<file path="config.mk">
export PLATFORM = sky130hd
export DESIGN_NAME = lexical_token_scanner_core_flat
export DESIGN_NICKNAME = d
export VERILOG_FILES = /design/src/lts_pkg.sv /design/src/lts_in_if.sv /design/src/lts_out_if.sv /design/src/lexical_token_scanner_core.sv /design/src/lts_scan.sv /design/src/lts_tok_fifo.sv /design/src/flat_wrapper.sv
export SDC_FILE = /design/constraint.sdc
export NUM_CORES = 1
export LEC_CHECK = 0
export ABC_CLOCK_PERIOD_IN_PS = 9200
export BUFFER_PORTS_ARGS = -buffer_cell sky130_fd_sc_hd__buf_2
export CORE_UTILIZATION = 43
export DETAILED_ROUTE_END_ITERATION = 16
export GPL_TIMING_DRIVEN = 0
export PLACE_DENSITY_LB_ADDON = 0.2
export SYNTH_ARGS = -nofsm -noshare
export SYNTH_HDL_FRONTEND = slang
export SYNTH_SLANG_ARGS = --single-unit
export TNS_END_PERCENT = 10
</file>
<file path="constraint.sdc">
create_clock -name clk -period 9.2 [get_ports clk]
set_input_delay 1.38 -clock clk [delete_from_list [all_inputs] [get_ports clk]]
set_output_delay 1.38 -clock clk [all_outputs]
set_load 0.02 [all_outputs]
</file>
<file path="src/lts_pkg.sv">
// shared types, constants and lookup functions for the lexical token scanner
`default_nettype none

package lts_pkg;

  // result field widths
  localparam int KIND_W     = 5;
  localparam int LINE_OUT_W = 16;
  localparam int LEN_OUT_W  = 5;

  // token kinds
  localparam logic [KIND_W-1:0] KIND_ID         = 5'd0;
  localparam logic [KIND_W-1:0] KIND_NUMBER     = 5'd1;
  localparam logic [KIND_W-1:0] KIND_STRING     = 5'd2;
  localparam logic [KIND_W-1:0] KIND_KW_BASE    = 5'd3;
  localparam logic [KIND_W-1:0] KIND_PUNCT_BASE = 5'd9;
  localparam logic [KIND_W-1:0] KIND_LT         = 5'd21;
  localparam logic [KIND_W-1:0] KIND_LE         = 5'd22;
  localparam logic [KIND_W-1:0] KIND_GT         = 5'd23;
  localparam logic [KIND_W-1:0] KIND_GE         = 5'd24;
  localparam logic [KIND_W-1:0] KIND_EQEQ       = 5'd25;
  localparam logic [KIND_W-1:0] KIND_NE         = 5'd26;
  localparam logic [KIND_W-1:0] KIND_ASSIGN     = 5'd27;
  localparam logic [KIND_W-1:0] KIND_NOT        = 5'd28;
  localparam logic [KIND_W-1:0] KIND_ILLEGAL    = 5'd29;
  localparam logic [KIND_W-1:0] KIND_END        = 5'd30;

  // character codes
  localparam logic [7:0] CH_SPACE = 8'h20;
  localparam logic [7:0] CH_TAB   = 8'h09;
  localparam logic [7:0] CH_CR    = 8'h0D;
  localparam logic [7:0] CH_NL    = 8'h0A;
  localparam logic [7:0] CH_QUOTE = 8'h22;
  localparam logic [7:0] CH_LT    = 8'h3C;
  localparam logic [7:0] CH_GT    = 8'h3E;
  localparam logic [7:0] CH_EQ    = 8'h3D;
  localparam logic [7:0] CH_BANG  = 8'h21;

  // type-name keywords: str int char bool num void
  localparam int NUM_KW = 6;
  localparam logic [7:0] KW_TEXT [NUM_KW][4] = '{
    '{8'h73, 8'h74, 8'h72, 8'h00},
    '{8'h69, 8'h6E, 8'h74, 8'h00},
    '{8'h63, 8'h68, 8'h61, 8'h72},
    '{8'h62, 8'h6F, 8'h6F, 8'h6C},
    '{8'h6E, 8'h75, 8'h6D, 8'h00},
    '{8'h76, 8'h6F, 8'h69, 8'h64}
  };
  localparam logic [2:0] KW_LEN [NUM_KW] = '{3'd3, 3'd3, 3'd4, 3'd4, 3'd3, 3'd4};

  // single-character punctuators ; , ( ) [ ] { } + - * /
  localparam int NUM_PUNCT = 12;
  localparam logic [7:0] PUNCT [NUM_PUNCT] = '{
    8'h3B, 8'h2C, 8'h28, 8'h29, 8'h5B, 8'h5D,
    8'h7B, 8'h7D, 8'h2B, 8'h2D, 8'h2A, 8'h2F
  };

  // output queue depth
  localparam int FIFO_DEPTH = 4;
  localparam int FIFO_AW    = $clog2(FIFO_DEPTH);

  // first character of a relational operator
  typedef enum logic [1:0] {
    OP_LT   = 2'd0,
    OP_GT   = 2'd1,
    OP_EQ   = 2'd2,
    OP_BANG = 2'd3
  } op_t;

  // one result token
  typedef struct packed {
    logic [KIND_W-1:0]     token_kind;
    logic [LINE_OUT_W-1:0] token_line;
    logic [LEN_OUT_W-1:0]  token_length;
    logic                  too_long;
    logic                  last_of_run;
  } token_t;

  // up to two tokens pushed by one character
  typedef struct packed {
    logic   vld0;
    logic   vld1;
    token_t tok0;
    token_t tok1;
  } push_t;

  // keyword candidates that still agree after char c at position pos
  function automatic logic [NUM_KW-1:0] kw_keep(input logic [2:0] pos, input logic [7:0] c);
    logic [NUM_KW-1:0] keep;
    keep = '0;
    for (int k = 0; k < NUM_KW; k++) begin
      keep[k] = (pos < KW_LEN[k]) && (KW_TEXT[k][pos[1:0]] == c);
    end
    return keep;
  endfunction

  function automatic logic punct_hit(input logic [7:0] c);
    logic hit;
    hit = 1'b0;
    for (int k = 0; k < NUM_PUNCT; k++) begin
      if (PUNCT[k] == c) hit = 1'b1;
    end
    return hit;
  endfunction

  function automatic logic [KIND_W-1:0] punct_kind(input logic [7:0] c);
    logic [KIND_W-1:0] kind;
    kind = KIND_PUNCT_BASE;
    for (int k = 0; k < NUM_PUNCT; k++) begin
      if (PUNCT[k] == c) kind = KIND_PUNCT_BASE + KIND_W'(k);
    end
    return kind;
  endfunction

  function automatic logic [KIND_W-1:0] op_kind(input op_t op, input logic two);
    logic [KIND_W-1:0] kind;
    case (op)
      OP_LT:   kind = two ? KIND_LE : KIND_LT;
      OP_GT:   kind = two ? KIND_GE : KIND_GT;
      OP_EQ:   kind = two ? KIND_EQEQ : KIND_ASSIGN;
      default: kind = two ? KIND_NE : KIND_NOT;
    endcase
    return kind;
  endfunction

endpackage

`default_nettype wire

</file>
<file path="src/lts_in_if.sv">
// character request channel
`default_nettype none

interface lts_in_if;
  logic       valid;
  logic       ready;
  logic [7:0] ch;
  logic       end_of_input;

  modport source (output valid, output ch, output end_of_input, input ready);
  modport sink   (input valid, input ch, input end_of_input, output ready);
endinterface

`default_nettype wire

</file>
<file path="src/lts_out_if.sv">
// token request channel
`default_nettype none

interface lts_out_if;
  logic        valid;
  logic        ready;
  logic [4:0]  token_kind;
  logic [15:0] token_line;
  logic [4:0]  token_length;
  logic        too_long;
  logic        last_of_run;

  modport source (output valid, output token_kind, output token_line, output token_length,
                  output too_long, output last_of_run, input ready);
  modport sink   (input valid, input token_kind, input token_line, input token_length,
                  input too_long, input last_of_run, output ready);
endinterface

`default_nettype wire

</file>
<file path="src/lexical_token_scanner_core.sv">
// Lexical token scanner: one source character per request in, tokens out.
// in_ch carries a character (ch) or an end mark (end_of_input); out_ch carries
// tokens with kind, start line, saturated length, overlong flag and a flag on
// the last token that one character caused. Both channels use valid/ready.
// A character is taken into an input register, scanned once the queue has room
// by the state machine and its keyword matchers, and its zero, one or two
// tokens are written into a four-entry token queue; the first token is valid
// on out_ch from the queue entry that it was written into.
// Throughput is one character per cycle while the queue has room; the queue
// drains one token per cycle while the receiver takes them, so a character
// that yields two tokens costs the output side two pops. The held character
// is scanned only when the queue has room for two tokens; otherwise in_ch.ready
// stays low until the receiver takes tokens. A stalled receiver therefore
// backs up into the queue and then the input.
// Reset (rst_n low, synchronous) empties the queue and puts the scanner
// between tokens on line 1; an end mark flushes any open token (an open
// string as illegal), adds an end token and returns to the same state.
`default_nettype none

module lexical_token_scanner_core import lts_pkg::*; #(
  parameter int MAX_TOKEN_LEN = 30,
  parameter int LINE_BITS     = 16
) (
  input wire logic  clk,
  input wire logic  rst_n,
  lts_in_if.sink    in_ch,
  lts_out_if.source out_ch
);

  push_t push;
  logic  room;

  // scanner with input register
  lts_scan #(
    .MAX_TOKEN_LEN (MAX_TOKEN_LEN),
    .LINE_BITS     (LINE_BITS)
  ) u_scan (
    .clk      (clk),
    .rst_n    (rst_n),
    .in_valid (in_ch.valid),
    .in_ready (in_ch.ready),
    .in_ch    (in_ch.ch),
    .in_end   (in_ch.end_of_input),
    .room     (room),
    .push     (push)
  );

  // token queue toward the result channel
  lts_tok_fifo u_fifo (
    .clk    (clk),
    .rst_n  (rst_n),
    .push   (push),
    .room   (room),
    .out_ch (out_ch)
  );

  // tokens are only written while the queue has room for two
  a_push_room: assert property (@(posedge clk) disable iff (!rst_n)
    push.vld0 |-> room)
    else $error("token written without queue room");

  // the second slot is only used after the first
  a_slot_order: assert property (@(posedge clk) disable iff (!rst_n)
    push.vld1 |-> push.vld0)
    else $error("second token slot used alone");

  // exactly the final token of a run carries the last flag
  a_last_flag: assert property (@(posedge clk) disable iff (!rst_n)
    push.vld0 |-> (push.tok0.last_of_run == !push.vld1))
    else $error("last-of-run flag misplaced");

  // an end token always closes its run
  a_end_last: assert property (@(posedge clk) disable iff (!rst_n)
    (out_ch.valid && (out_ch.token_kind == KIND_END)) |-> out_ch.last_of_run)
    else $error("end token not marked last");

endmodule

`default_nettype wire

</file>
<file path="src/lts_scan.sv">
// input register and scanner state machine, produces up to two tokens per character
`default_nettype none

module lts_scan import lts_pkg::*; #(
  parameter int MAX_TOKEN_LEN = 30,
  parameter int LINE_BITS     = 16
) (
  input  wire logic       clk,
  input  wire logic       rst_n,
  input  wire logic       in_valid,
  output logic            in_ready,
  input  wire logic [7:0] in_ch,
  input  wire logic       in_end,
  input  wire logic       room,
  output push_t           push
);

  localparam int LEN_W = $clog2(MAX_TOKEN_LEN + 1);
  localparam logic [LEN_W-1:0] LEN_MAX  = LEN_W'(MAX_TOKEN_LEN);
  localparam logic [LEN_W-1:0] LEN_ONE  = LEN_W'(1);
  localparam logic [LEN_W-1:0] LEN_FOUR = LEN_W'(4);
  localparam logic [LINE_BITS-1:0] LINE_ONE = LINE_BITS'(1);

  typedef enum logic [4:0] {
    S_START = 5'b00001,
    S_NUM   = 5'b00010,
    S_ID    = 5'b00100,
    S_OP    = 5'b01000,
    S_STR   = 5'b10000
  } scan_state_t;

  // input register
  logic       item_vld_r;
  logic [7:0] item_ch_r;
  logic       item_end_r;
  logic       process;

  // scanner state
  scan_state_t          state_r, state_nxt;
  op_t                  op_r, op_nxt;
  logic [LEN_W-1:0]     len_r, len_nxt;
  logic                 ovf_r, ovf_nxt;
  logic [NUM_KW-1:0]    kw_r, kw_nxt;
  logic [LINE_BITS-1:0] line_r, line_nxt;
  logic [LINE_BITS-1:0] start_r, start_nxt;

  // character classes
  logic c_digit, c_letter, c_ws, c_op, c_quote;

  // pending token flushed when the current token ends
  logic   pend_vld;
  token_t pend_tok;
  logic [KIND_W-1:0] id_kind;

  // extension of the current token by one character
  logic [LEN_W-1:0] ext_len;
  logic             ext_ovf;

  // fresh scan of the character from between tokens
  logic                 st_vld;
  token_t               st_tok;
  scan_state_t          st_state;
  logic                 st_begin;
  op_t                  st_op;
  logic [NUM_KW-1:0]    st_kw;
  logic [LINE_BITS-1:0] st_line;

  // ordered tokens before compaction
  logic   a_vld, b_vld;
  token_t a_tok, b_tok;

  function automatic logic [LINE_OUT_W-1:0] line16(input logic [LINE_BITS-1:0] x);
    logic [LINE_BITS+LINE_OUT_W-1:0] wide;
    wide = {{LINE_OUT_W{1'b0}}, x};
    return wide[LINE_OUT_W-1:0];
  endfunction

  function automatic logic [LEN_OUT_W-1:0] len5(input logic [LEN_W-1:0] x);
    logic [LEN_W+LEN_OUT_W-1:0] wide;
    wide = {{LEN_OUT_W{1'b0}}, x};
    return wide[LEN_OUT_W-1:0];
  endfunction

  function automatic token_t make_tok(input logic [KIND_W-1:0] kind,
                                      input logic [LINE_BITS-1:0] line,
                                      input logic [LEN_OUT_W-1:0] len,
                                      input logic ovf);
    token_t t;
    t.token_kind   = kind;
    t.token_line   = line16(line);
    t.token_length = len;
    t.too_long     = ovf;
    t.last_of_run  = 1'b0;
    return t;
  endfunction

  // input handshake: a held character leaves once the queue has room for two tokens
  assign process  = item_vld_r && room;
  assign in_ready = !item_vld_r || room;

  always_ff @(posedge clk) begin
    if (!rst_n) begin
      item_vld_r <= 1'b0;
    end else if (in_valid && in_ready) begin
      item_vld_r <= 1'b1;
    end else if (process) begin
      item_vld_r <= 1'b0;
    end
  end

  always_ff @(posedge clk) begin
    if (in_valid && in_ready) begin
      item_ch_r  <= in_ch;
      item_end_r <= in_end;
    end
  end

  // character classes
  always_comb begin
    c_digit  = (item_ch_r >= 8'h30) && (item_ch_r <= 8'h39);
    c_letter = ((item_ch_r >= 8'h61) && (item_ch_r <= 8'h7A)) ||
               ((item_ch_r >= 8'h41) && (item_ch_r <= 8'h5A));
    c_ws     = (item_ch_r == CH_SPACE) || (item_ch_r == CH_TAB) ||
               (item_ch_r == CH_CR) || (item_ch_r == CH_NL);
    c_op     = (item_ch_r == CH_LT) || (item_ch_r == CH_GT) ||
               (item_ch_r == CH_EQ) || (item_ch_r == CH_BANG);
    c_quote  = (item_ch_r == CH_QUOTE);
  end

  // identifier kind: a whole-word keyword match, first one wins
  always_comb begin
    id_kind = KIND_ID;
    if (!ovf_r) begin
      for (int k = NUM_KW - 1; k >= 0; k--) begin
        if (kw_r[k] && (len_r == LEN_W'(KW_LEN[k]))) id_kind = KIND_KW_BASE + KIND_W'(k);
      end
    end
  end

  // token left open by the current state
  always_comb begin
    pend_vld = 1'b1;
    pend_tok = make_tok(KIND_ILLEGAL, start_r, len5(len_r), ovf_r);
    case (state_r)
      S_NUM:   pend_tok = make_tok(KIND_NUMBER, start_r, len5(len_r), ovf_r);
      S_ID:    pend_tok = make_tok(id_kind, start_r, len5(len_r), ovf_r);
      S_OP:    pend_tok = make_tok(op_kind(op_r, 1'b0), start_r, 5'd1, 1'b0);
      S_STR:   pend_tok = make_tok(KIND_ILLEGAL, start_r, len5(len_r), ovf_r);
      default: pend_vld = 1'b0;
    endcase
  end

  // length saturates, overflow sticks
  always_comb begin
    ext_len = (len_r >= LEN_MAX) ? len_r : len_r + LEN_ONE;
    ext_ovf = ovf_r || (len_r >= LEN_MAX);
  end

  // scan from between tokens
  always_comb begin
    st_vld   = 1'b0;
    st_tok   = make_tok(KIND_ILLEGAL, line_r, 5'd1, 1'b0);
    st_state = S_START;
    st_begin = 1'b0;
    st_op    = op_r;
    st_kw    = kw_r;
    st_line  = line_r;
    if (c_ws) begin
      if (item_ch_r == CH_NL) st_line = line_r + LINE_ONE;
    end else if (c_digit) begin
      st_state = S_NUM;
      st_begin = 1'b1;
    end else if (c_letter) begin
      st_state = S_ID;
      st_begin = 1'b1;
      st_kw    = kw_keep(3'd0, item_ch_r);
    end else if (c_op) begin
      st_state = S_OP;
      st_begin = 1'b1;
      if (item_ch_r == CH_LT) st_op = OP_LT;
      else if (item_ch_r == CH_GT) st_op = OP_GT;
      else if (item_ch_r == CH_EQ) st_op = OP_EQ;
      else st_op = OP_BANG;
    end else if (c_quote) begin
      st_state = S_STR;
      st_begin = 1'b1;
    end else if (punct_hit(item_ch_r)) begin
      st_vld = 1'b1;
      st_tok = make_tok(punct_kind(item_ch_r), line_r, 5'd1, 1'b0);
    end else begin
      st_vld = 1'b1;
    end
  end

  // next state and the tokens caused by this character
  always_comb begin
    logic restart;
    logic [2:0] pos;
    restart   = 1'b0;
    pos       = (len_r >= LEN_FOUR) ? 3'd4 : len_r[2:0];
    state_nxt = state_r;
    op_nxt    = op_r;
    len_nxt   = len_r;
    ovf_nxt   = ovf_r;
    kw_nxt    = kw_r;
    line_nxt  = line_r;
    start_nxt = start_r;
    a_vld     = 1'b0;
    a_tok     = pend_tok;
    b_vld     = 1'b0;
    b_tok     = st_tok;
    if (process) begin
      if (item_end_r) begin
        // flush, end token, back to reset state
        a_vld     = pend_vld;
        b_vld     = 1'b1;
        b_tok     = make_tok(KIND_END, line_r, 5'd0, 1'b0);
        state_nxt = S_START;
        op_nxt    = OP_BANG;
        len_nxt   = '0;
        ovf_nxt   = 1'b0;
        kw_nxt    = '1;
        line_nxt  = LINE_ONE;
        start_nxt = LINE_ONE;
      end else begin
        case (state_r)
          S_NUM: begin
            if (c_digit) begin
              len_nxt = ext_len;
              ovf_nxt = ext_ovf;
            end else begin
              restart = 1'b1;
            end
          end
          S_ID: begin
            if (c_letter) begin
              kw_nxt  = kw_r & kw_keep(pos, item_ch_r);
              len_nxt = ext_len;
              ovf_nxt = ext_ovf;
            end else begin
              restart = 1'b1;
            end
          end
          S_OP: begin
            if (item_ch_r == CH_EQ) begin
              a_vld     = 1'b1;
              a_tok     = make_tok(op_kind(op_r, 1'b1), start_r, 5'd2, 1'b0);
              state_nxt = S_START;
            end else begin
              restart = 1'b1;
            end
          end
          S_STR: begin
            len_nxt = ext_len;
            ovf_nxt = ext_ovf;
            if (c_quote) begin
              a_vld     = 1'b1;
              a_tok     = make_tok(KIND_STRING, start_r, len5(ext_len), ext_ovf);
              state_nxt = S_START;
            end
          end
          default: begin
            restart = 1'b1;
          end
        endcase
        // token ended by this character: flush it, then scan the character afresh
        if (restart) begin
          a_vld     = pend_vld;
          b_vld     = st_vld;
          state_nxt = st_state;
          op_nxt    = st_op;
          kw_nxt    = st_kw;
          line_nxt  = st_line;
          if (st_begin) begin
            len_nxt   = LEN_ONE;
            ovf_nxt   = 1'b0;
            start_nxt = line_r;
          end
        end
      end
    end
  end

  // pack into queue slots and mark the last token of the run
  always_comb begin
    push = '0;
    if (a_vld) begin
      push.vld0 = 1'b1;
      push.tok0 = a_tok;
      push.vld1 = b_vld;
      push.tok1 = b_tok;
    end else begin
      push.vld0 = b_vld;
      push.tok0 = b_tok;
    end
    if (push.vld1) push.tok1.last_of_run = 1'b1;
    else push.tok0.last_of_run = push.vld0;
  end

  // state registers
  always_ff @(posedge clk) begin
    if (!rst_n) begin
      state_r <= S_START;
      op_r    <= OP_BANG;
      len_r   <= '0;
      ovf_r   <= 1'b0;
      kw_r    <= '1;
      line_r  <= LINE_ONE;
      start_r <= LINE_ONE;
    end else begin
      state_r <= state_nxt;
      op_r    <= op_nxt;
      len_r   <= len_nxt;
      ovf_r   <= ovf_nxt;
      kw_r    <= kw_nxt;
      line_r  <= line_nxt;
      start_r <= start_nxt;
    end
  end

endmodule

`default_nettype wire

</file>
<file path="src/lts_tok_fifo.sv">
// token queue between the scanner and the result channel, takes up to two tokens a cycle
`default_nettype none

module lts_tok_fifo import lts_pkg::*; (
  input  wire logic  clk,
  input  wire logic  rst_n,
  input  wire push_t push,
  output logic       room,
  lts_out_if.source  out_ch
);

  localparam logic [FIFO_AW-1:0] PTR_ONE = FIFO_AW'(1);
  localparam logic [FIFO_AW:0]   CNT_ROOM = (FIFO_AW + 1)'(FIFO_DEPTH - 2);

  token_t             mem_r [FIFO_DEPTH];
  logic [FIFO_AW-1:0] wr_ptr_r, wr_ptr_nxt;
  logic [FIFO_AW-1:0] rd_ptr_r, rd_ptr_nxt;
  logic [FIFO_AW:0]   cnt_r, cnt_nxt;
  logic               pop;
  token_t             head;

  // status toward the scanner
  assign room = (cnt_r <= CNT_ROOM);
  assign pop  = out_ch.valid && out_ch.ready;

  // pointer and count update
  always_comb begin
    logic [FIFO_AW:0] n_push;
    n_push     = {{FIFO_AW{1'b0}}, push.vld0} + {{FIFO_AW{1'b0}}, push.vld1};
    wr_ptr_nxt = wr_ptr_r + n_push[FIFO_AW-1:0];
    rd_ptr_nxt = pop ? rd_ptr_r + PTR_ONE : rd_ptr_r;
    cnt_nxt    = cnt_r + n_push - {{FIFO_AW{1'b0}}, pop};
  end

  always_ff @(posedge clk) begin
    if (!rst_n) begin
      wr_ptr_r <= '0;
      rd_ptr_r <= '0;
      cnt_r    <= '0;
    end else begin
      wr_ptr_r <= wr_ptr_nxt;
      rd_ptr_r <= rd_ptr_nxt;
      cnt_r    <= cnt_nxt;
    end
  end

  // token storage
  always_ff @(posedge clk) begin
    if (push.vld0) mem_r[wr_ptr_r] <= push.tok0;
    if (push.vld1) mem_r[wr_ptr_r + PTR_ONE] <= push.tok1;
  end

  // head of queue drives the result channel
  assign head                = mem_r[rd_ptr_r];
  assign out_ch.valid        = (cnt_r != '0);
  assign out_ch.token_kind   = head.token_kind;
  assign out_ch.token_line   = head.token_line;
  assign out_ch.token_length = head.token_length;
  assign out_ch.too_long     = head.too_long;
  assign out_ch.last_of_run  = head.last_of_run;

endmodule

`default_nettype wire
</file>
<file path="src/flat_wrapper.sv">
// flat-port wrapper written by rule: the top's interface ports become plain ports
module lexical_token_scanner_core_flat import lts_pkg::*;
#(
  parameter int MAX_TOKEN_LEN = 30,
  parameter int LINE_BITS     = 16
)
  (clk, rst_n, in_ch_valid, in_ch_ch, in_ch_end_of_input, in_ch_ready, out_ch_valid, out_ch_token_kind, out_ch_token_line, out_ch_token_length, out_ch_too_long, out_ch_last_of_run, out_ch_ready);
  lts_in_if in_ch_i ();
  lts_out_if out_ch_i ();
  input wire logic clk;
  input wire logic rst_n;
  input wire logic [$bits(in_ch_i.valid)-1:0] in_ch_valid;
  input wire logic [$bits(in_ch_i.ch)-1:0] in_ch_ch;
  input wire logic [$bits(in_ch_i.end_of_input)-1:0] in_ch_end_of_input;
  output wire logic [$bits(in_ch_i.ready)-1:0] in_ch_ready;
  output wire logic [$bits(out_ch_i.valid)-1:0] out_ch_valid;
  output wire logic [$bits(out_ch_i.token_kind)-1:0] out_ch_token_kind;
  output wire logic [$bits(out_ch_i.token_line)-1:0] out_ch_token_line;
  output wire logic [$bits(out_ch_i.token_length)-1:0] out_ch_token_length;
  output wire logic [$bits(out_ch_i.too_long)-1:0] out_ch_too_long;
  output wire logic [$bits(out_ch_i.last_of_run)-1:0] out_ch_last_of_run;
  input wire logic [$bits(out_ch_i.ready)-1:0] out_ch_ready;
  assign in_ch_i.valid = in_ch_valid;
  assign in_ch_i.ch = in_ch_ch;
  assign in_ch_i.end_of_input = in_ch_end_of_input;
  assign in_ch_ready = in_ch_i.ready;
  assign out_ch_valid = out_ch_i.valid;
  assign out_ch_token_kind = out_ch_i.token_kind;
  assign out_ch_token_line = out_ch_i.token_line;
  assign out_ch_token_length = out_ch_i.token_length;
  assign out_ch_too_long = out_ch_i.too_long;
  assign out_ch_last_of_run = out_ch_i.last_of_run;
  assign out_ch_i.ready = out_ch_ready;
  lexical_token_scanner_core #(.MAX_TOKEN_LEN(MAX_TOKEN_LEN), .LINE_BITS(LINE_BITS)) u_core (.clk(clk), .rst_n(rst_n), .in_ch(in_ch_i), .out_ch(out_ch_i));
endmodule
</file>
# == After elaboration in Yosys (flattened, before gate mapping) ==
# Memory sizes are Yosys's and may differ from the RTL's. A register that Yosys moved wholly into a read port is not among the register bits.
# Index checks and enable logic that the tools add are counted.
# classes
addsub,8
magnitude_cmp,12
n_eq_ne,48
mux,155
n_bitwise,2
reduce_logical,46
# op_table
op,count
$mux 28,14
$mux 5,31
$mux 16,7
$bmux 8 s2,6
$mux 8,12
$pmux 28 s3,1
$eq 7x8->1 const A,10
$eq 6x8->1 const A,8
$mux 1,56
$pmux 28 s2,1
$eq 8x6->1 const B,6
$eq 8x8->1,6
$mux 6,7
$eq 8x4->1 const B,3
$pmux 4 s3,2
$mux 2,11
$logic_and 1x1->1,18
$add 16x1->16 const B,1
$ge 8x7->1 const B,2
$le 8x7->1 const B,2
$pmux 5 s3,1
$reduce_and 6->1,2
$reduce_bool 2->1,6
$reduce_bool 3->1,4
other kinds (38),54
# totals
reg_bits,68
ramBits,112
inputBits,13
output_inout_bits,30
wordCells,285
n_memories,1
# mem_list
memory,depth,width,rd,rd_ports_with_merged_regs,wr,line,text
u_core.u_fifo.mem_r,4,28,1,1,2,lts_tok_fifo.sv:15,token_t mem_r [FIFO_DEPTH];

# == Logic depth before layout (Yosys ltp) ==
# Gate-level depths: netlist of run 1.
# depth
depth_word,28
mapped_depth,16
mapped_depth_nobuf,15

# == Modules after synthesis ==
# Synthesis of run 1 repeated with hierarchy kept, for this count alone.
# unflattened
cells_unflattened,977
area_unflattened_um2,10796.6
# modules_own_cells
mod,n_inst,cells_each,area_per_inst_um2,seq_area_each_um2
lts_tok_fifo,1,320,5995.8,3543.4
lts_scan,1,657,4800.9,1311.3

# == Least setup slack after synthesis of run 1 ==
# Ideal clock, no wire load.
# synth_timing
path_type,reg-to-reg
from,register u_core.u_scan.item_ch_r[7]
to,"memory u_core.u_fifo.mem_r[1][0] (netlist bit), enable pin"
setup_ps,378
t_arrival_ps,3685
required_ps,8822
slack_ps,5137
path_stages_with_launch,13
n_path_buf,3
synth_period_minus_slack_ps,4063
path_cell_list,edfxtp_1 buf_2 nor4b_1 and4_1 nor4_4 a21oi_4 inv_2 clkbuf_1 ha_1 clkbuf_1 nor3b_1 nor2_1 inv_1
# synth_lines
item,line,text
from (decl),lts_scan.sv:34,logic [7:0] item_ch_r;
from (signal assigned),lts_scan.sv:113,item_ch_r <= in_ch;
to (decl),lts_tok_fifo.sv:15,

==> impl_summary.txt, run 1 <==
----------------------------------------------------
[Timing]
  RSZ-0062 raised after global routing ... no
  Slew HR ... 0.0349
  Final count of negative-setup-slack endpoints ... 0
  Clock period minus final worst setup slack ... 5.89 ns
  Layout Skew ... 0.0170 ns
  Total negative slack ... 0 ns
  Fmax ... 170 MHz
  Transition time at the pin with the least slew margin ... 1.43 ns
  Ratio of final minimum period to clock period ... 0.640
  Number of failing hold endpoints at the final stage ... 0
  Final Slew Violations ... 0

[Route]
  Routed met2 length ... 13.5 mm
  Met1 routed wirelength after detailed routing ... 13.4 mm
  Amount of wire on met3 after detailed routing ... 1.61 mm
  Highest signal layer in the routed design ... met5
  First-pass iteration count of the detailed router ... 5
  Average via count per standard cell ... 6.12
  Drc violations ... 0
  Wirelength, routed ... 29.4 mm
  Drt wl/cell ... 21.9 um
  DR iter-0 viols ... 775
  Via count of the routed design ... 8218
  ANT nets after route ... 0

[Global route]
  Maximum number of pins on one net before global-route repair ... 24
  Remaining Overflow, GRT ... 0
  Wire length of the first global-routing pass ... 46.4 mm
  Initial antenna violation count ... 1
  Total GRT Usage ... 0.251
  Number of global-route vias before repair ... 8065

[Synthesis]
  Post-Synth Adder-Cell Area ... 0.0228
  Combinational family with the most area after synthesis ... compound AO/OA/AOI/OAI gates
  Nets in the synthesized netlist ... 981
  Largest area contributor in the netlist ... sky130_fd_sc_hd__edfxtp_1
  Top-area cell type share of the netlist area ... 0.297
  Post-synthesis async set-or-reset flop share ... 0
  Yosys synthesis warning count ... 0
  Multiplexer area fraction after synthesis ... 0.0747
  Biggest area contributors in the synthesized netlist ... sky130_fd_sc_hd__edfxtp_1 (30%), sky130_fd_sc_hd__dfxtp_1 (16%), sky130_fd_sc_hd__a22o_1 (7.8%)
  Most frequently used cell type in the post-synthesis netlist ... sky130_fd_sc_hd__edfxtp_1
  Synth Area in Simple Gates ... 0.153
  Number of different library cells in the post-synthesis netlist ... 91
  Compound-Gate Fraction of Synth Area ... 0.211
  Sequential area share after synthesis ... 0.456
  Most instantiated cells after synthesis ... sky130_fd_sc_hd__edfxtp_1 (101), sky130_fd_sc_hd__a22o_1 (91), sky130_fd_sc_hd__dfxtp_1 (81)
  Cell area after synthesis ... 10200 sq um
  Post-synthesis area per instance ... 10.7 sq um
  EDFF count, synth ... 101
  Synthesized flop and latch total ... 182
  Cell count after synthesis ... 950
  Xor and xnor area share after synthesis ... 0.0361
  Main flop type after synthesis ... sky130_fd_sc_hd__edfxtp_1

[Job]
  Max Cap Viol ... 0

[Clock tree]
  Inserted Clock Buffers ... 17
  Count of hold buffers inserted by post-cts repair ... 0
  Insertion delay to the later sink of the worst-skew pair ... 0.45 ns
  Number of buffers between clock root and the deepest sink ... 2
  CTS H-tree lvls ... 4
  CTS root buffer ... sky130_fd_sc_hd__clkbuf_16
  Resized Gates After CTS ... 0
  Number of sinks driven by the clock tree ... 182
  TritonCTS clock tree ... done
  Clock slew at reported path FFs ... 0.08 ns
  Buffers inserted during post-CTS setup optimization ... 0

[Setup path]
  Launching element type of the critical path ... flop
  Kind of cell adding the most delay to the critical path ... simple AND/OR/NAND/NOR gates
  Worst path bufs/invs ... 3
  Worst r2r path cells ... 12
  CP Launch Point ... u_core.u_scan.item_ch_r[7]
  Worst path cell trace ... buf_2, and4bb_2, a2111oi_4, a21o_1, o21ai_1, nor4_1, o21ai_0, ha_1, clkbuf_1, nor3_1, nor2_1, inv_1
  Largest fanout on the critical path ... 23
  Critical Setup Path Class ... flop to flop
  Crit path to ... u_core.u_fifo.mem_r[0][14]
  Critical register-to-register path startpoint ... u_core.u_scan.item_ch_r[7]
  Worst R2R End ... u_core.u_fifo.mem_r[0][14]
  Critical path capture point type ... flop
  Crit path largest cell delay ... 1.03 ns
  Crit. path cell count ... 12
  Required time of the critical path ... 9.26 ns
  Slowest stage cell on the critical path ... sky130_fd_sc_hd__nor3_1
  Arr. time, crit path ... 5.94 ns
  Worst reg2reg setup slack ... 3.31 ns

[Floorplanning]
  Die extent in y ... 156 um
  Die width ... 156 um
  Die area ... 24300 sq um
  Count of standard-cell rows ... 56
  Initial Utilization ... 0.436
  Total I/O pin count ... 43
  Core region area ... 23400 sq um

[Outcome]
  Result of the run ... finished, final reports clean

[Placement]
  Placer congestion estimate ... 0.950
  Port buffer count ... 42
  Area after DPL ... 10800 sq um
  Sum of net half-perimeters after detailed placement ... 20.6 mm

[Cells and area]
  Final instance area ... 11400 sq um
  Net count reported at finish ... 1042
  Layout-stage area growth over the synthesis result ... 12.1%
  Number of antenna cells inserted ... 0
  Share of layout cells above drive strength 1 ... 0.157

[Worst hold path]
  Worst min-delay path category ... flop to flop

[Power]
  Power density over the cells ... 187 nW/um^2
  Total power ... 0.00214 W
  Lkg Pwr ... 3.81 nW
  IR drop worst, VDD ... 0.000136 V

----------------------------------------------------
worst register-to-register path: stages (launching register included):
cell	delay [ns]
sky130_fd_sc_hd__edfxtp_1	0.32
sky130_fd_sc_hd__buf_2	0.19
sky130_fd_sc_hd__and4bb_2	0.34
sky130_fd_sc_hd__a2111oi_4	0.69
sky130_fd_sc_hd__a21o_1	0.29
sky130_fd_sc_hd__o21ai_1	0.19
sky130_fd_sc_hd__nor4_1	0.55
sky130_fd_sc_hd__o21ai_0	0.20
sky130_fd_sc_hd__ha_1	0.23
sky130_fd_sc_hd__clkbuf_1	0.18
sky130_fd_sc_hd__nor3_1	1.03
sky130_fd_sc_hd__nor2_1	0.37
sky130_fd_sc_hd__inv_1	0.92
sequential cells by signal, indices dropped and copies added, names as in the netlist, named ones only:
| signal | flops |
|---|---|
| u_core.u_scan.len_r | 5 |
| u_core.u_scan.ovf_r | 1 |
| u_core.u_scan.kw_r | 6 |
| u_core.u_scan.item_ch_r | 8 |
| u_core.u_scan.item_end_r | 1 |
| u_core.u_fifo.wr_ptr_r | 2 |
| u_core.u_scan.state_r | 5 |
| u_core.u_scan.line_r | 16 |
| u_core.u_fifo.cnt_r | 3 |
| u_core.u_scan.op_r | 2 |
| u_core.u_scan.start_r | 16 |
| u_core.u_fifo.mem_r | 112 |
| u_core.u_scan.item_vld_r | 1 |
| u_core.u_fifo.rd_ptr_r | 2 |
how the worst min path moves through the flow:
stage / to / depth (start not counted) / start / slack, ns
finish: u_core.u_fifo.mem_r[1][3] / 2 / u_core.u_fifo.mem_r[1][3] / 0.46
floorplan: u_core.u_fifo.mem_r[1][3] / 2 / u_core.u_fifo.mem_r[1][3] / 0.42
detailed placement: u_core.u_fifo.mem_r[1][3] / 2 / u_core.u_fifo.mem_r[1][3] / 0.44
global route: u_core.u_fifo.mem_r[2][4] / 2 / u_core.u_fifo.mem_r[2][4] / 0.48
CTS: u_core.u_fifo.mem_r[1][3] / 2 / u_core.u_fifo.mem_r[1][3] / 0.46
global placement: u_core.u_fifo.mem_r[3][3] / 2 / u_core.u_fifo.mem_r[3][3] / 0.43
per-stage QoR:
stage,setup WS (ns),utilization,cells,hold WS [ns]
final,3.31,0.489,1343,0.463
after global routing,2.75,0.489,1343,0.482
after floorplan,5.14,-,950,0.420
after global placement,3.11,0.462,1311,0.433
after detailed placement,3.03,0.462,1311,0.443
after CTS,2.99,0.489,1343,0.461
routing by layer:
metal,global-route usage,up-vias
met2,0.410,326
met5,0,-
met3,0.0347,70
met1,0.344,3994
met4,0.0808,2
li1,-,3826
cells in the final DEF (no fill, tap or decap), drive strengths merged, types with 6 or more instances in the layout:
| cell type | netlist | routed |
|---|---|---|
| a21oi | 19 | 19 |
| dfxtp | 81 | 81 |
| clkbuf | 49 | 66 |
| xor2 | 12 | 12 |
| nor4 | 8 | 8 |
| a211oi | 14 | 14 |
| edfxtp | 101 | 101 |
| ha | 17 | 17 |
| mux4 | 28 | 28 |
| nor2 | 53 | 53 |
| o21ai | 36 | 36 |
| nor2b | 6 | 6 |
| buf | 32 | 74 |
| nand3 | 49 | 49 |
| or3 | 18 | 18 |
| nand3b | 7 | 7 |
| a22oi | 6 | 6 |
| or4b | 8 | 8 |
| o32ai | 6 | 6 |
| nand2 | 59 | 59 |
| nand4 | 12 | 12 |
| a2111oi | 10 | 10 |
| a31oi | 8 | 8 |
| mux2i | 7 | 7 |
| nor3 | 20 | 20 |
| o211ai | 19 | 19 |
| nor3b | 8 | 8 |
| and3 | 7 | 7 |
| o31ai | 6 | 6 |
| xnor2 | 30 | 30 |
| and2 | 10 | 10 |
| inv | 31 | 39 |
| a22o | 91 | 91 |
layout make-up:
cell class,instances,area [sq um]
Buffer,81,354
Clock buffer,17,425
Clock inverter,15,194
Fill cell,2233,12000
Inverter,31,116
Multi-Input combinational cell,656,5090
Sequential cell,182,4650
Tap cell,319,399
Timing Repair Buffer,42,210
logic make-up after synthesis:
| kind of cell | Yosys count |
|---|---|
| compound gates | 268 |
| fa+ha+maj | 18 |
| buf+inv | 112 |
| mux | 39 |
| flops | 182 |
| simple gates | 289 |
| xor+xnor | 42 |
power breakdown:
| group | total (W) | switching, W | internal (W) |
|---|---|---|---|
| clock | 0.000765 | 0.000389 | 0.000375 |
| combinational | 0.000459 | 0.000287 | 0.000172 |
| sequential | 0.000915 | 0.0000208 | 0.000894 |
| total | 0.00214 | 0.000697 | 0.00144 |
Power figures use the tool's default switching activity.
==> run 2: changes to the inputs <==
Settings changed: ABC_AREA set to 1, ABC_CLOCK_PERIOD_IN_PS 9200 to 5000.
Clock period 9.2 ns to 5 ns, I/O delays scaled along.
==> impl_summary.txt, run 2 <==
----------------------------------------------------
[Clock tree]
  CTS root buffer ... sky130_fd_sc_hd__clkbuf_16 (unchanged)
  TritonCTS clock tree ... done (unchanged)
  Insertion delay to the later sink of the worst-skew pair ... 0.45 ns (about the same)
  Buffers inserted during post-CTS setup optimization ... 0 (unchanged)
  Number of buffers between clock root and the deepest sink ... 2 (unchanged)
  CTS H-tree lvls ... 4 (unchanged)
  Inserted Clock Buffers ... 17 (unchanged)
  Number of sinks driven by the clock tree ... 182 (unchanged)
  Count of hold buffers inserted by post-cts repair ... 0 (unchanged)
  Clock slew at reported path FFs ... 0.08 ns (about the same)

[Timing]
  Number of failing hold endpoints at the final stage ... 0 (unchanged)
  Slew HR ... 0.210 (was 0.0349)
  RSZ-0062 raised after global routing ... no (unchanged)
  Clock period minus final worst setup slack ... 4.65 ns (was 5.89 ns)
  Transition time at the pin with the least slew margin ... 1.18 ns (was 1.43 ns)
  Layout Skew ... 0.0167 ns (was 0.0170 ns)
  Ratio of final minimum period to clock period ... 0.930 (was 0.640)
  Final Slew Violations ... 0 (unchanged)
  Final count of negative-setup-slack endpoints ... 0 (unchanged)
  Worst slack on hold paths ... 0.454 ns (was 0.463 ns)
  Fmax ... 215 MHz (was 170 MHz)

[Cells and area]
  Final instance area ... 12000 sq um (was 11400 sq um)
  Net count reported at finish ... 1530 (was 1042)
  Number of antenna cells inserted ... 0 (unchanged)
  Most frequent standard cell in the layout excluding fill and tap cells ... sky130_fd_sc_hd__nand2_1 (was sky130_fd_sc_hd__edfxtp_1)
  Share of layout cells above drive strength 1 ... 0.112 (was 0.157)
  Largest registers ... u_core.u_fifo.mem_r (112), u_core.u_scan.line_r (16), u_core.u_scan.start_r (16) (unchanged)
  Layout Cells excl Fill ... 1836 (was 1343)
  Top register by number of flip-flops ... u_core.u_fifo.mem_r (unchanged)
  Layout-stage area growth over the synthesis result ... 11.3% (was 12.1%)
  Most frequent cells in the layout ... sky130_fd_sc_hd__nand2_1 (310), sky130_fd_sc_hd__nand3_1 (192), sky130_fd_sc_hd__nor2_1 (147), sky130_fd_sc_hd__o21ai_0 (130), sky130_fd_sc_hd__inv_1 (107) (was sky130_fd_sc_hd__edfxtp_1 (101), sky130_fd_sc_hd__a22o_1 (91), sky130_fd_sc_hd__dfxtp_1 (81), sky130_fd_sc_hd__nand2_1 (59), sky130_fd_sc_hd__buf_2 (58))
  Flip-flop count of the largest register after layout ... 112 (unchanged)
  Final core occ ... 0.490 (was 0.489)

[Global route]
  Initial antenna violation count ... 0 (was 1)
  Total GRT Usage ... 0.260 (was 0.251)
  Wire length of the first global-routing pass ... 52.2 mm (was 46.4 mm)
  Maximum number of pins on one net before global-route repair ... 25 (was 24)
  Number of global-route vias before repair ... 9610 (was 8065)
  Remaining Overflow, GRT ... 0 (unchanged)

[Setup path]
  Largest fanout on the critical path ... 24 (was 23)
  Launching element type of the critical path ... flop (unchanged)
  Worst R2R End ... u_core.u_fifo.mem_r[2][5] (was u_core.u_fifo.mem_r[0][14])
  Worst r2r path cells ... 18 (was 12)
  Worst reg2reg setup slack ... 0.35 ns (was 3.31 ns)
  Critical Setup Path Class ... flop to flop (unchanged)
  Required time of the critical path ... 5.32 ns (was 9.26 ns)
  Arr. time, crit path ... 4.98 ns (was 5.94 ns)
  Critical register-to-register path startpoint ... u_core.u_scan.item_ch_r[3] (was u_core.u_scan.item_ch_r[7])
  Critical path capture point type ... flop (unchanged)
  CP Launch Point ... u_core.u_scan.item_ch_r[3] (was u_core.u_scan.item_ch_r[7])

[Synthesis]
  Top-area cell type share of the netlist area ... 0.282 (was 0.297)
  EDFF count, synth ... 101 (unchanged)
  Biggest area contributors in the synthesized netlist ... sky130_fd_sc_hd__edfxtp_1 (28%), sky130_fd_sc_hd__dfxtp_1 (15%), sky130_fd_sc_hd__nand2_1 (11%) (was sky130_fd_sc_hd__edfxtp_1 (30%), sky130_fd_sc_hd__dfxtp_1 (16%), sky130_fd_sc_hd__a22o_1 (7.8%))
  Multiplexer area fraction after synthesis ... 0 (was 0.0747)
  Most instantiated cells after synthesis ... sky130_fd_sc_hd__nand2_1 (312), sky130_fd_sc_hd__nand3_1 (192), sky130_fd_sc_hd__nor2_1 (147) (was sky130_fd_sc_hd__edfxtp_1 (101), sky130_fd_sc_hd__a22o_1 (91), sky130_fd_sc_hd__dfxtp_1 (81))
  Post-Synth Adder-Cell Area ... 0.0216 (was 0.0228)
  Compound-Gate Fraction of Synth Area ... 0.128 (was 0.211)
  Yosys synthesis warning count ... 0 (unchanged)
  Most frequently used cell type in the post-synthesis netlist ... sky130_fd_sc_hd__nand2_1 (was sky130_fd_sc_hd__edfxtp_1)
  Xor and xnor area share after synthesis ... 0.0228 (was 0.0361)
  Synthesized flop and latch total ... 182 (unchanged)
  Cell count after synthesis ... 1438 (was 950)
  Synth Area in Simple Gates ... 0.320 (was 0.153)
  Cell area after synthesis ... 10800 sq um (was 10200 sq um)
  Sequential area share after synthesis ... 0.432 (was 0.456)
  Post-synthesis async set-or-reset flop share ... 0 (unchanged)
  Largest area contributor in the netlist ... sky130_fd_sc_hd__edfxtp_1 (unchanged)
  Combinational family with the most area after synthesis ... simple AND/OR/NAND/NOR gates (was compound AO/OA/AOI/OAI gates)
  Post-synthesis area per instance ... 7.49 sq um (was 10.7 sq um)
  Main flop type after synthesis ... sky130_fd_sc_hd__edfxtp_1 (unchanged)
  Number of different library cells in the post-synthesis netlist ... 44 (was 91)
  Nets in the synthesized netlist ... 1469 (was 981)

[Placement]
  Port buffer count ... 42 (unchanged)
  Post-Place Cells ... 1804 (was 1311)
  Area after DPL ... 11400 sq um (was 10800 sq um)
  Placer congestion estimate ... 0.931 (was 0.950)
  Sum of net half-perimeters after detailed placement ... 24.1 mm (was 20.6 mm)

[Power]
  Total power ... 0.00428 W (was 0.00214 W)
  IR drop worst, VDD ... 0.000209 V (was 0.000136 V)
  Lkg Pwr ... 4.53 nW (was 3.81 nW)
  Power density over the cells ... 357 nW/um^2 (was 187 nW/um^2)

[Route]
  Amount of wire on met3 after detailed routing ... 1.84 mm (was 1.61 mm)
  Average via count per standard cell ... 5.47 (was 6.12)
  Routed met2 length ... 14.5 mm (was 13.5 mm)
  Wirelength, routed ... 32.3 mm (was 29.4 mm)
  Highest signal layer in the routed design ... met4 (was met5)
  Drt wl/cell ... 17.6 um (was 21.9 um)
  DR iter-0 viols ... 943 (was 775)
  Via count of the routed design ... 10100 (was 8218)
  Met1 routed wirelength after detailed routing ... 15.4 mm (was 13.4 mm)
  First-pass iteration count of the detailed router ... 6 (was 5)
  ANT nets after route ... 0 (unchanged)
  Drc violations ... 0 (unchanged)

[Floorplanning]
  Die area ... 25700 sq um (was 24300 sq um)
  Initial Utilization ... 0.440 (was 0.436)
  Core region area ... 24500 sq um (was 23400 sq um)
  Count of standard-cell rows ... 57 (was 56)
  Total I/O pin count ... 43 (unchanged)
  Die width ... 160 um (was 156 um)
  Die extent in y ... 160 um (was 156 um)

[Worst hold path]
  WHS Endpoint ... u_core.u_fifo.mem_r[1][1] (was u_core.u_fifo.mem_r[1][3])
  Worst min-delay path category ... flop to flop (unchanged)
  Cells on Worst Hold Path ... 2 (unchanged)
  Beginning of the worst hold path ... u_core.u_fifo.mem_r[1][1] (was u_core.u_fifo.mem_r[1][3])

[Job]
  Max Cap Viol ... 0 (unchanged)

[Outcome]
  Result of the run ... finished, final reports clean (unchanged)

----------------------------------------------------
run 2: cells by family (layout without fill, tap and decap cells):
| group | Yosys count | count (layout) |
|---|---|---|
| adders and majority gates | 18 | 18 |
| DFF | 182 | 182 |
| buffers and inverters | 190 | 264 |
| and+or+nand+nor | 757 | 757 |
| AOI/OAI and AO/OA | 263 | 263 |
| xor gates and xnor gates | 28 | 28 |
run 2: power by group:
part	switching (W)	internal (W)
clock	0.000673	0.000717
sequential	0.0000536	0.00170
combinational	0.000820	0.000318
run 2: cell type report:
class,count,area (sq um)
Fill cell,2433,12500
Multi-Input combinational cell,1066,5310
Clock buffer,17,425
Clock inverter,15,175
Sequential cell,182,4650
Inverter,122,465
Buffer,68,345
Tap cell,324,405
Timing Repair Buffer,42,210
run 2: critical path: stages (launching register included):
cell                       delay, ns
sky130_fd_sc_hd__edfxtp_1       0.39
sky130_fd_sc_hd__buf_6          0.17
sky130_fd_sc_hd__inv_4          0.12
sky130_fd_sc_hd__nand2_1        0.14
sky130_fd_sc_hd__nor2_1         0.20
sky130_fd_sc_hd__nand2_2        0.13
sky130_fd_sc_hd__nor2_4         0.15
sky130_fd_sc_hd__nor2_2         0.08
sky130_fd_sc_hd__nand3_4        0.13
sky130_fd_sc_hd__nand2_4        0.07
sky130_fd_sc_hd__buf_6          0.16
sky130_fd_sc_hd__buf_12         0.16
sky130_fd_sc_hd__ha_1           0.24
sky130_fd_sc_hd__nor3_1         0.70
sky130_fd_sc_hd__inv_1          0.25
sky130_fd_sc_hd__nand2_1        0.91
sky130_fd_sc_hd__inv_1          0.29
sky130_fd_sc_hd__nand2_1        0.13
sky130_fd_sc_hd__o21ai_0        0.09
run 2: metal layers:
metal / vias to the layer above / global-route usage
met5: - / 0
met4: 0 / 0.0749
met3: 39 / 0.0364
met2: 333 / 0.414
met1: 4688 / 0.366
li1: 4991 / -
run 2: worst max-delay path by stage:
stage / end / slack [ns]
3_5_place_dp: u_core.u_fifo.mem_r[0][6] / -0.0008
2_1_floorplan: u_core.u_fifo.mem_r[3][4] / 1.56
6_report: u_core.u_fifo.mem_r[2][5] / 0.35
4_1_cts: u_core.u_fifo.mem_r[3][5] / 0.006
5_1_grt: u_core.u_fifo.mem_r[2][6] / 0.01
3_3_place_gp: u_core.u_fifo.mem_r[0][4] / 0.07
run 2: what timing repair did:
action                     CTS  global route
pin swaps                    0             0
gates resized for setup      1             1
setup endpoints to repair    4            28
run 2: per-stage QoR:
step	worst slack, ns	TNS (ns)
after global placement	0.0731	0
final	0.348	0
after detailed placement	-0.000835	-0.000835
after CTS	0.00560	0
after floorplan	1.56	0
after global routing	0.0112	0
==> run 3: changes to the inputs <==
Settings changed: CORE_UTILIZATION 43 to 30.
==> impl_summary.txt, run 3 (same netlist as run 2, synthesis figures left out) <==
----------------------------------------------------
[Cells and area]
  Flip-flop count of the largest register after layout ... 112 (unchanged)
  Number of antenna cells inserted ... 0 (unchanged)
  Most frequent standard cell in the layout excluding fill and tap cells ... sky130_fd_sc_hd__nand2_1 (unchanged)
  Final core occ ... 0.343 (was 0.490)
  Layout-stage area growth over the synthesis result ... 12.9% (was 11.3%)
  Fillers ... 3813 (was 2433)
  Net count reported at finish ... 1530 (unchanged)
  Layout Cells excl Fill ... 1973 (was 1836)
  Final instance area ... 12200 sq um (was 12000 sq um)
  Footprint of the multi-input gates ... 5310 sq um (about the same)
  Largest registers ... u_core.u_fifo.mem_r (112), u_core.u_scan.line_r (16), u_core.u_scan.start_r (16) (unchanged)
  Top register by number of flip-flops ... u_core.u_fifo.mem_r (unchanged)
  Share of layout cells above drive strength 1 ... 0.114 (was 0.112)
  Most frequent cells in the layout ... sky130_fd_sc_hd__nand2_1 (308), sky130_fd_sc_hd__nand3_1 (192), sky130_fd_sc_hd__nor2_1 (147), sky130_fd_sc_hd__o21ai_0 (130), sky130_fd_sc_hd__inv_1 (107) (was sky130_fd_sc_hd__nand2_1 (310), sky130_fd_sc_hd__nand3_1 (192), sky130_fd_sc_hd__nor2_1 (147), sky130_fd_sc_hd__o21ai_0 (130), sky130_fd_sc_hd__inv_1 (107))
  Area occupied by registers ... 4650 sq um (unchanged)

[Timing]
  Number of failing hold endpoints at the final stage ... 0 (unchanged)
  Fmax ... 220 MHz (was 215 MHz)
  RSZ-0062 raised after global routing ... no (unchanged)
  Final Slew Violations ... 0 (unchanged)
  Transition time at the pin with the least slew margin ... 0.921 ns (was 1.18 ns)
  Slew HR ... 0.382 (was 0.210)
  Ratio of final minimum period to clock period ... 0.911 (was 0.930)
  Clock period minus final worst setup slack ... 4.55 ns (was 4.65 ns)
  Final count of negative-setup-slack endpoints ... 0 (unchanged)
  Layout Skew ... 0.0135 ns (was 0.0167 ns)
  Worst slack on hold paths ... 0.452 ns (was 0.454 ns)

[Setup path]
  Critical Setup Path Class ... flop to flop (unchanged)
  Worst path cell trace ... buf_6, nor2_2, nand3_1, nand3_2, nand2_2, nand2_4, inv_1, nand2_1, buf_2, a31oi_1, inv_1, ha_1, inv_1, nor3_1, inv_1, nand2_2, inv_1, nand2_1, o21ai_0 (was buf_6, inv_4, nand2_1, nor2_1, nand2_2, nor2_4, nor2_2, nand3_4, nand2_4, buf_6, buf_12, ha_1, nor3_1, inv_1, nand2_1, inv_1, nand2_1, o21ai_0)
  Worst r2r path cells ... 19 (was 18)
  Critical register-to-register path startpoint ... u_core.u_scan.item_ch_r[2] (was u_core.u_scan.item_ch_r[3])
  Critical path capture point type ... flop (unchanged)
  Crit path largest cell delay ... 0.72 ns (was 0.91 ns)
  Largest fanout on the critical path ... 24 (unchanged)
  Arr. time, crit path ... 4.88 ns (was 4.98 ns)
  Most Frequent Cell on Critical Path ... sky130_fd_sc_hd__inv_1 (was sky130_fd_sc_hd__nand2_1)
  Launching element type of the critical path ... flop (unchanged)
  Required time of the critical path ... 5.33 ns (was 5.32 ns)
  Slowest stage cell on the critical path ... sky130_fd_sc_hd__nor3_1 (was sky130_fd_sc_hd__nand2_1)
  Worst R2R End ... u_core.u_fifo.mem_r[3][6] (was u_core.u_fifo.mem_r[2][5])
  Worst reg2reg setup slack ... 0.45 ns (was 0.35 ns)

[Power]
  Total power ... 0.00427 W (was 0.00428 W)
  Lkg Pwr ... 4.53 nW (about the same)
  IR drop worst, VDD ... 0.000247 V (was 0.000209 V)
  Power density over the cells ... 351 nW/um^2 (was 357 nW/um^2)

[Worst hold path]
  Beginning of the worst hold path ... u_core.u_fifo.mem_r[0][3] (was u_core.u_fifo.mem_r[1][1])
  Cells on Worst Hold Path ... 2 (unchanged)
  WHS Endpoint ... u_core.u_fifo.mem_r[0][3] (was u_core.u_fifo.mem_r[1][1])
  Worst min-delay path category ... flop to flop (unchanged)

[Global route]
  Number of global-route vias before repair ... 9427 (was 9610)
  Initial antenna violation count ... 0 (unchanged)
  Total GRT Usage ... 0.190 (was 0.260)
  Remaining Overflow, GRT ... 0 (unchanged)
  Maximum number of pins on one net before global-route repair ... 25 (unchanged)
  Wire length of the first global-routing pass ... 53.6 mm (was 52.2 mm)

[Clock tree]
  Buffers inserted during post-CTS setup optimization ... 0 (unchanged)
  Inserted Clock Buffers ... 17 (unchanged)
  CTS H-tree lvls ... 4 (unchanged)
  CTS root buffer ... sky130_fd_sc_hd__clkbuf_16 (unchanged)
  Insertion delay to the later sink of the worst-skew pair ... 0.45 ns (about the same)
  TritonCTS clock tree ... done (unchanged)
  Number of sinks driven by the clock tree ... 182 (unchanged)
  Clock slew at reported path FFs ... 0.07 ns (was 0.08 ns)
  Number of buffers between clock root and the deepest sink ... 2 (unchanged)

[Floorplanning]
  Core region area ... 35500 sq um (was 24500 sq um)
  Total I/O pin count ... 43 (unchanged)
  Initial Utilization ... 0.303 (was 0.440)
  Count of standard-cell rows ... 69 (was 57)
  Die extent in y ... 191 um (was 160 um)
  Die width ... 191 um (was 160 um)
  Die area ... 36700 sq um (was 25700 sq um)

[Outcome]
  Result of the run ... finished, final reports clean (unchanged)

[Placement]
  Post-Place Cells ... 1941 (was 1804)
  Port buffer count ... 42 (unchanged)
  Area after DPL ... 11600 sq um (was 11400 sq um)
  Sum of net half-perimeters after detailed placement ... 25.6 mm (was 24.1 mm)
  Placer congestion estimate ... 0.929 (was 0.931)

[Route]
  Drt wl/cell ... 17.0 um (was 17.6 um)
  Wirelength, routed ... 33.6 mm (was 32.3 mm)
  ANT nets after route ... 0 (unchanged)
  Via count of the routed design ... 9902 (was 10100)
  DR iter-0 viols ... 717 (was 943)
  Drc violations ... 0 (unchanged)
  Average via count per standard cell ... 5.02 (was 5.47)
  First-pass iteration count of the detailed router ... 7 (was 6)

[Job]
  Max Cap Viol ... 0 (unchanged)

----------------------------------------------------
==> run 3: final cells by class <==
| class | count | share of cell area |
|---|---|---|
| Multi-Input combinational cell | 1066 | 0.437 |
| Clock buffer | 19 | 0.0373 |
| Timing Repair Buffer | 42 | 0.0173 |
| Buffer | 68 | 0.0284 |
| Inverter | 122 | 0.0383 |
| Clock inverter | 13 | 0.0116 |
| Tap cell | 461 | 0.0474 |
| Sequential cell | 182 | 0.383 |
==> run 3: worst max-delay path by stage <==
stage          depth (start not counted)                   endpoint                       start  slack (ns)
2_1_floorplan                         18  u_core.u_fifo.mem_r[3][4]  u_core.u_scan.item_ch_r[4]        1.56
3_3_place_gp                          19  u_core.u_fifo.mem_r[3][4]  u_core.u_scan.item_ch_r[3]       -0.03
3_5_place_dp                          19  u_core.u_fifo.mem_r[3][5]  u_core.u_scan.item_ch_r[2]      -0.005
4_1_cts                               18  u_core.u_fifo.mem_r[1][6]  u_core.u_scan.item_ch_r[3]        0.24
5_1_grt                               19  u_core.u_fifo.mem_r[3][4]  u_core.u_scan.item_ch_r[2]        0.15
6_report                              19  u_core.u_fifo.mem_r[3][6]  u_core.u_scan.item_ch_r[2]        0.45
==> run 3: routing by layer <==
layer | routed length, um | part of all wire | global-route usage
met1 | 16200 | 0.48 | 0.264
met2 | 15300 | 0.45 | 0.309
met3 | 1630 | 0.048 | 0.0266
met4 | 481 | 0.014 | 0.0495
met5 | 0 | 0 | 0
==> run 3: worst max-delay path: cells and delay by family, from the launching register on <==
family          cells  cell delay, ns
buf+inv             7            1.32
compound gates      2            0.26
simple gates        9            2.31
fa+ha+maj           1            0.16
flops               1            0.38
==> run 3: through the flow <==
stage	worst slack [ns]	TNS (ns)
final	0.446	0
after global routing	0.147	0
after CTS	0.242	0
after detailed placement	-0.00476	-0.00711
after global placement	-0.0332	-0.0988
after floorplan	1.56	0
==> run 3: repair_timing <==
item | 4_1_cts | 5_1_grt
hold endpoints to repair | 0 | 0
endpoints found under the setup margin | 5 | 10
resized for setup | 2 | 2
hold buffers | 0 | 0
==> run 3: power by group <==
part	internal (W)	leakage (nW)	switching, W	total [W]
combinational	0.000319	2.64	0.000837	0.00116
sequential	0.00170	1.60	0.0000528	0.00175
clock	0.000733	0.285	0.000633	0.00137
